<file path="src/rtl/core/rti_mul.sv">
module rti_mul #(
  parameter int WA = 32,
  parameter int WB = 32
) (
  input  logic                    clk,
  input  logic                    en,
  input  logic signed [WA-1:0]    a,
  input  logic signed [WB-1:0]    b,
  output logic signed [WA+WB-1:0] p
);

  localparam int KA = WA / 2;
  localparam int KB = WB / 2;
  localparam int PW = WA + WB;

  logic signed [WA-KA-1:0] ah;
  logic signed [KA:0]      al;
  logic signed [WB-KB-1:0] bh;
  logic signed [KB:0]      bl;

  logic signed [WA-KA+WB-KB-1:0] hh_r;
  logic signed [WA-KA+KB:0]      hl_r;
  logic signed [KA+WB-KB:0]      lh_r;
  logic signed [KA+KB+1:0]       ll_r;
  logic signed [PW-1:0]          p_r;

  assign ah = a[WA-1:KA];
  assign al = $signed({1'b0, a[KA-1:0]});
  assign bh = b[WB-1:KB];
  assign bl = $signed({1'b0, b[KB-1:0]});

  always_ff @(posedge clk) begin
    if (en) begin
      hh_r <= ah * bh;
      hl_r <= ah * bl;
      lh_r <= al * bh;
      ll_r <= al * bl;
      p_r  <= (PW'(hh_r) <<< (KA + KB)) + (PW'(hl_r) <<< KA) + (PW'(lh_r) <<< KB)
              + PW'(ll_r);
    end
  end

  assign p = p_r;

endmodule

</file>
<file path="config.mk">
export PLATFORM = sky130hd
export DESIGN_NAME = rti_mul
export DESIGN_NICKNAME = d
export VERILOG_FILES = /design/src/rtl/core/rti_mul.sv
export SDC_FILE = /design/constraint.sdc
export NUM_CORES = 2
export LEC_CHECK = 0
export ABC_AREA = 1
export BUFFER_PORTS_ARGS = -buffer_cell sky130_fd_sc_hd__buf_2
export CORE_MARGIN = 2
export CORE_UTILIZATION = 65
export CTS_CLUSTER_DIAMETER = 60
export DETAILED_ROUTE_END_ITERATION = 10
export PLACE_DENSITY = 0.8
export SKIP_CTS_REPAIR_TIMING = 1
export SLEW_MARGIN = 5
export SYNTH_ARGS = -nofsm -noshare
export SYNTH_HDL_FRONTEND = slang
export SYNTH_SLANG_ARGS = --single-unit
</file>
<file path="constraint.sdc">
create_clock -name clk -period 6.45 [get_ports clk]
set_input_delay 0 -clock clk [delete_from_list [all_inputs] [get_ports clk]]
set_output_delay 0 -clock clk [all_outputs]
set_load 0.05 [all_outputs]
</file>
==> metrics <==
status=finished clean; Clock transition at path regs=approximately 0.080 ns; Remaining Overflow, GRT=0; HP Class=input port to register; hold path depth=3; cell family with most CP delay=adder cells; CP Cell Sequence=buf_2 > nand2_1 > inv_1 > fa_1 > inv_1 > fa_1 > fa_1 > fa_1 > inv_1 > fa_1 > fa_1 > ha_1 > a21oi_1 > inv_1 > nor2_1 > nand3_1 > nand2_1 > nand2_1 > xor2_1; post-synth cell types=29; Setup crit end kind=register; Synth Net Count=~7.9k; Post-Syn Area=approximately 50000 µm²; setup TNS=0 ns; Initial Util=65.4%; Core Region=75700 µm²; crit-path max cell delay=between 0.6 and 0.7 ns; Root Driver=clkbuf_16; CP Max Fanout=32; Rel. slew slack=~30%; Final ANT Viol Nets=0; Clock Latency Late Sink=about 0.52 ns; endpoints failing setup=0; vias in the first global route=between 40k and 50k; FF-to-FF path depth=14; final net count=about 8k; Die Wd=280 µm; Final min period=between 5 and 6 ns; Slew @ Worst Pin=between 1 and 1.5 ns; Max Freq=between 150 and 200 MHz; Synth top area share=between 30% and 40%; residual DRC count=0; CP max-delay cell=buf_2; first-pass GRT wire length=~230000 µm; Vias/cell=5.46; maxcap violations=0; Synth Warn #=0; RSZ-0062 raised after global routing=no; Worst Path Buf+Inv=5; cell row count=a little over 100; Routed WL per cell=approximately 19 µm; Hold Vio Cnt, Final=0; Syn-to-layout area delta=4.73%; period utilisation layout=85.9%; Syn Inst Count=roughly 6.4k; Mapped Avg Cell Area=~7.7 µm²; Routed WL=~140000 µm; Req. time, crit path=roughly 6.7 ns; Die Footprint=~78000 µm²; pin count of the biggest net entering global routing=about 110; Worst Path Arrival=5.75 ns; initial antenna violation count=14; Synth area leader=fa_1; Crit Path Class=input port to register; number of fill cells=approximately 6.3k; Total GRT Usage=between 30% and 40%; vias=between 40k and 50k; Slew Viols, Final=0; Crit path depth=19; RePlAce Congestion=0.995; Iteration-0 DRC Markers=~3.7k; I/O Buffers=between 100 and 150; Initial DRT Pass Iterations=6; share of cells above drive strength 1=roughly 4.3%; register bit total from synthesis=between 150 and 200; CTS Buf Count=17; Most common cell on crit path=fa_1; Ports=130; clk sink count=194; crit start category=input port; Final Skew=~0.027 ns; Seq/Total Area, Yosys=11.8%; maximum root-to-sink buffer count=2; number of H-tree levels=4; chip height=280 µm; Synth area leaders=fa_1 36%, inv_1 14%, nand2_1 14%, ha_1 12%, edfxtp_1 12%; DP Wirelength=115000 µm; TritonCTS clock tree=yes
==> flip-flops by register name, indices dropped and copies added, names as in the netlist <==
signal  count
hh_r       32
hl_r       33
lh_r       33
ll_r       32
p          64
==> through the flow <==
stage	utilization (%)	std cells	hold WS [ns]	setup slack (ns)	area, µm²
6_report	68.5	7470	0.0600	0.908	51900
5_1_grt	68.5	7467	0.0692	0.662	51900
4_1_cts	68.5	7467	0.0324	1.06	51900
3_5_place_dp	67.7	7435	0.409	0.524	51300
3_3_place_gp	67.7	7435	0.401	0.579	51300
2_1_floorplan	-	6449	0.112	1.10	49500
==> cells by family (layout without fill, tap and decap cells) <==
family | Yosys count | count (layout) | synth area share (%)
fa+ha+maj | 1368 | 1368 | 48.1
simple gates | 2421 | 2421 | 19.5
buf+inv | 2083 | 2123 | 15.8
other cells | 0 | 3 | 0
flops | 194 | 194 | 11.8
compound gates | 274 | 274 | 2.93
xor+xnor | 109 | 109 | 1.93
==> synth_stat cells (all sizes together) <==
cell type	count
clkbuf	192
inv	1891
nand2	1880
edfxtp	194
and3	1
or2	26
a21o	4
nor3	41
nand4	61
a31oi	4
nor2	247
o21ai	84
nand3b	5
nand3	157
o21a	5
a21boi	4
xnor2	23
ha	476
and2	1
xor2	86
a21oi	155
o21bai	18
nor3b	2
fa	892
==> layout by cell type (no fill, tap or decap), types with 2 or more instances in the layout <==
cell          n
nand2_1    1876
o21a_1        5
inv_1      1891
nand3_2       2
ha_1        476
clkbuf_16    17
buf_2       128
xor2_1       86
buf_4        68
xnor2_1      23
fa_1        892
a21boi_0      4
nor2_2       15
nor2_1      232
o21ai_0      84
buf_12        3
nor3b_1       2
nand2_2       4
or2_1         3
nor3_1       35
nor3_2        6
inv_6         6
a21oi_1     155
clkinv_8      5
nand4_1      61
a31oi_1       4
nand3b_1      5
inv_12        2
edfxtp_1    194
a21o_1        4
diode_2       3
or2_2        23
o21bai_1     18
nand3_1     155
==> worst register-to-register path: cells and delay by family, from the launching register on <==
family | cells | cell delay, ns
fa+ha+maj | 3 | 1.34
simple gates | 9 | 1.16
flops | 1 | 0.59
buf+inv | 2 | 0.33
==> layout make-up <==
type | count | area [µm²] | share of cell area, %
antenna | 3 | 7.51 | 0.0145
clock inverter | 14 | 178 | 0.342
inverter | 1891 | 7100 | 13.7
clock buffer | 18 | 429 | 0.827
multi-input combinational | 4172 | 35900 | 69.2
sequential | 194 | 5830 | 11.2
tap | 978 | 1220 | 2.36
timing repair buffer | 200 | 1220 | 2.36
==> worst paths after layout <==
path	startpoint	endpoint	slack, ns
worst min-delay path	b[0]	ll_r[0]$_DFFE_PP_	0.06
worst max register to register	ll_r[17]$_DFFE_PP_	p[49]$_DFFE_PP_	2.75
worst max-delay path	a[6]	ll_r[16]$_DFFE_PP_	0.91
worst min register to register	ll_r[0]$_DFFE_PP_	p[0]$_DFFE_PP_	0.42
==> routing by layer <==
metal | track usage [%] | vias up | share of wire, %
met3 | 8.50 | 408 | 11
met4 | 14.4 | 16 | 4.2
met2 | 61.4 | 2057 | 46
met5 | 0 | - | 0.085
met1 | 48.3 | 19600 | 39
li1 | - | 18700 | -
Power is not shown: default switching activity piles up to over one toggle a cycle in this logic, so the estimate is an artifact.
